## src/rtl/cmf_pkg.sv

```systemverilog
// cross mean filter package: widths, register codes, result type and helpers
// no dependencies; used by the interfaces, all rtl modules and the checker
package cmf_pkg;

    localparam int PIX_W       = 8;
    localparam int COORD_W     = 10;
    localparam int CFG_W       = 11;
    localparam int CFG_IDX_W   = 2;
    localparam int MAX_WIDTH_DEF = 1024;
    localparam int MAX_LINES_DEF = 1024;
    localparam int WIDTH_RESET = 640;
    localparam int LINES_RESET = 480;
    localparam int MIN_DIM     = 3;

    localparam int SUM_W       = 11;
    localparam int DIV5_MUL_W  = 14;
    localparam int DIV5_SHIFT  = 16;
    localparam int PROD_W      = SUM_W + DIV5_MUL_W;
    localparam logic [DIV5_MUL_W-1:0] DIV5_MUL = 14'd13108;

    typedef logic [PIX_W-1:0]     t_pix;
    typedef logic [COORD_W-1:0]   t_coord;
    typedef logic [CFG_W-1:0]     t_cfg_data;
    typedef logic [CFG_IDX_W-1:0] t_cfg_idx;

    typedef enum logic [CFG_IDX_W-1:0] {
        REG_LINE_WIDTH = 2'd0,
        REG_LINE_COUNT = 2'd1
    } t_reg_idx;

    typedef struct packed {
        t_pix up;
        t_pix left;
        t_pix centre;
        t_pix right;
        t_pix down;
    } t_cross;

    typedef struct packed {
        t_coord out_row;
        t_coord out_column;
        t_pix   pixel_out;
        logic   frame_last;
    } t_result;

    // saturate a size register into [MIN_DIM, hi]
    function automatic int clamp_dim(input t_cfg_data v, input int hi);
        int x;
        x = int'(v);
        if (x < MIN_DIM) begin
            return MIN_DIM;
        end
        if (x > hi) begin
            return hi;
        end
        return x;
    endfunction

endpackage

```

## src/rtl/cmf_mean5.sv

```systemverilog
// cross mean filter arithmetic: truncated mean of five pixels
// depends on cmf_pkg
module cmf_mean5 (
    input  cmf_pkg::t_cross i_cross,
    output cmf_pkg::t_pix   o_mean
);
    import cmf_pkg::*;

    logic [SUM_W-1:0]  sum;
    logic [PROD_W-1:0] prod;

    always_comb begin
        sum = SUM_W'(i_cross.up) + SUM_W'(i_cross.left) + SUM_W'(i_cross.centre)
            + SUM_W'(i_cross.right) + SUM_W'(i_cross.down);
        // divide by 5 through reciprocal, exact for sums up to 5 * 255
        prod   = PROD_W'(sum) * PROD_W'(DIV5_MUL);
        o_mean = prod[DIV5_SHIFT +: PIX_W];
    end

endmodule

```

## config.mk

```make
export PLATFORM = sky130hd
export DESIGN_NAME = cmf_mean5
export DESIGN_NICKNAME = d
export VERILOG_FILES = /design/src/rtl/cmf_pkg.sv /design/src/rtl/cmf_mean5.sv
export SDC_FILE = /design/constraint.sdc
export NUM_CORES = 1
export LEC_CHECK = 0
export ABC_AREA = 1
export BUFFER_PORTS_ARGS = -buffer_cell sky130_fd_sc_hd__buf_2
export CORE_AREA = 2 2 119 121
export DETAILED_ROUTE_END_ITERATION = 10
export DIE_AREA = 0 0 121 123
export PLACE_DENSITY = 0.48
export SYNTH_ARGS = -nofsm -noshare
export SYNTH_HDL_FRONTEND = slang
export SYNTH_SLANG_ARGS = --single-unit
```

## constraint.sdc

```tcl
create_clock -name vclk -period 8.15
set_input_delay 1.2225 -clock vclk [all_inputs]
set_output_delay 1.2225 -clock vclk [all_outputs]
set_load 0.02 [all_outputs]
```

==> results summary <==
The global-route wire length before repair came out at 13.59 mm. The post-route DRC violation count is 0. The top cell types in the final layout, fill and taps aside, are sky130_fd_sc_hd__inv_1 (135), sky130_fd_sc_hd__buf_4 (62), sky130_fd_sc_hd__ha_1 (54). The timing endpoint of the critical path is o_mean[5]. The DRC marker count from the first detailed-route iteration is 69. Counting tap cells, the placed design contains a total of 737 instances.

STA classifies the critical path startpoint as an input pin. The synthesized netlist occupies a cell area of 0.003480 mm^2. In this design, the critical path's most frequently occurring cell is sky130_fd_sc_hd__fa_1. The maximum single-stage delay on the critical path came out at 0.56 ns. The y dimension of the die came out at 123 um. In this run the worst path has a maximum fanout of 3. The worst slack after detailed placement is -0.5543 ns. The required time of the critical path came out at 6.93 ns. The flow ran to the end, but the final reports show violations.

The detailed-route wire length per cell came out at 10.24 um. The count of buffer and inverter cells on the critical path is 8. The number of max-cap violations is 0. The synthesized design spends more area on one cell type than any other, namely sky130_fd_sc_hd__fa_1. The setup slack of the critical path after layout came out at -0.4716 ns. After floorplanning, the core was divided into 43 placement rows. The layout overhead on the synthesized area came out at 43.33%.

The synthesized netlist net count is 623. The utilization after layout came out at 36.64%. The most common cell after layout, fill and taps aside is sky130_fd_sc_hd__inv_1.

The post-layout net count is 733. The number of instances in the synthesized netlist is 456. The die outline width came out at 121 um. Routability-driven placement finished with a final weighted congestion of 0.8702. The checks that failed: setup timing.

The number of antenna diodes in the final layout is 0. The vias after detailed routing is 3008. In this design, the largest share of critical-path delay is due to adder cells.

The max-slew violation count came out at 0. After layout, the minimum clock period comes to 8.622 ns. Sequential cells placed in the final layout were counted as 0. The aggregate global-route resource usage is 10.89%. The share of the clock period used by the worst path after layout is 105.8%. The area of all sequential standard cells is 0 um^2. The number of antenna violations at the first check in global routing is 0.

STA classifies the critical path endpoint as an output port. The setup violation total in the final timing report came out at 8. The number of global-route vias before repair came to 3267. The number of hold buffers added after CTS is 0. The fraction of synthesized cell area taken by the top area cell type is 31.07%.

The number of port buffers is 48. The depth of the critical timing path with buffers and inverters included is 30. The routed wire length came out at 7.616 mm. The total iterations of the first detailed-routing run is 4.

In this run the worst hold path is classified as in2out. The area of the placeable core is 0.01361 mm^2. Synthesis instantiated 28 different standard cells from the library. The floorplan step defined a die boundary enclosing 0.01488 mm^2. For this run the aggregate overflow at the end of global routing stands at 0. The finished layout holds 744 standard cells, fillers aside. After detailed routing, the number of vias per cell comes to 4.043. The most critical setup path has its startpoint at i_cross[9]. Setup repair after global routing could not meet its margin everywhere. The remaining number of nets flagged by the antenna check after routing came out at 0. The initial utilization of the core area, before any placement, comes to 25.56%. The number of warning messages in the yosys log came out at 0. Entering global routing, the biggest net connects 6 pins. The half-perimeter wire length after placement came out at 7.043 mm. The arrival time at the worst endpoint came out at 7.40 ns. A synthesized cell averages 7.631 um^2. Of the cells placed in the final design, the portion with a size suffix greater than 1 is 39.72%. The worst max-slew margin expressed relative to the limit came out at 76.39%. The layout has 1433 filler cells. The final count of hold timing violations is 0. The count of pins on the block boundary came out at 48.

The cell at the slowest stage of the critical path is sky130_fd_sc_hd__fa_1. For the pin with the worst max-slew slack, the measured transition is 0.3516 ns. The layout clock buffer count is 0. Timing would allow up to 0.1160 GHz. The worst hold margin came out at 3.491 ns. Ranked by total cell area, the synthesized netlist is headed by sky130_fd_sc_hd__fa_1 (31%), sky130_fd_sc_hd__ha_1 (26%), sky130_fd_sc_hd__inv_1 (16%), sky130_fd_sc_hd__nand2_1 (7.6%), sky130_fd_sc_hd__nand3_1 (2.7%). The post-synthesis sequential area ratio came out at 0%. The path type of the worst setup path is in2out.
## layer usage
metal	share of wire (%)	vias up	track usage [%]	wire length [um]
li1	-	1572	-	-
met1	45	1392	13.29	3427
met2	52	36	22.05	3972
met3	1.4	8	0.1384	108
met4	1.4	0	0.9448	108
met5	0	-	0	0
## layout make-up
type                            instances  area, um^2  area share, %
Tap cell                              180       225.2          4.516
Inverter                              161       614.3          12.32
Timing Repair Buffer                  108       745.7          14.95
Multi-Input combinational cell        295        3402          68.21
## what timing repair did
item	in CTS	in global routing
resized for setup	30	41
endpoints found under the setup margin	8	8
buffers inserted	1	6
cloned	0	0
pin swaps	22	44
## how the worst min path moves through the flow
| stage | startpoint | endpoint | slack [ns] | cells after the start |
|---|---|---|---|---|
| 3_3_place_gp | i_cross[32] | o_mean[7] | 3.52 | 8 |
| 5_1_grt | i_cross[32] | o_mean[7] | 3.58 | 8 |
| 4_1_cts | i_cross[32] | o_mean[7] | 3.51 | 8 |
| 2_1_floorplan | i_cross[32] | o_mean[7] | 3.17 | 7 |
| 6_report | i_cross[32] | o_mean[7] | 3.49 | 8 |
| 3_5_place_dp | i_cross[32] | o_mean[7] | 3.54 | 8 |
## Yosys cell counts, drive strengths merged
cell type,count
ha,73
inv,161
fa,54
nor3b,1
nand4,3
o21ai,5
xnor2,3
nand3,20
nor4,1
nor2,13
a21oi,17
nor3,4
a21o,3
xor2,7
o21bai,5
a21boi,2
a31oi,2
nand2,80
and2,1
or2,1
## stage by stage
stage / cell area [um^2] / TNS, ns
after floorplan: 3777 / -0.6121
after detailed placement: 4641 / -4.191
after CTS: 4782 / -3.520
final: 4987 / -3.423
after global routing: 4987 / -5.630
after global placement: 4641 / -3.978
## cells by family after synthesis
| logic type | count (synthesis) | share of synthesized area [%] |
|---|---|---|
| AO/OA/AOI/OAI | 34 | 6.329 |
| buffers and inverters | 161 | 17.37 |
| XOR/XNOR | 10 | 2.517 |
| adder cells (fa/ha/maj) | 127 | 57.32 |
| AND/OR/NAND/NOR | 124 | 16.47 |
Power is not shown: default switching activity piles up to over one toggle a cycle in this logic, so the estimate is an artifact.
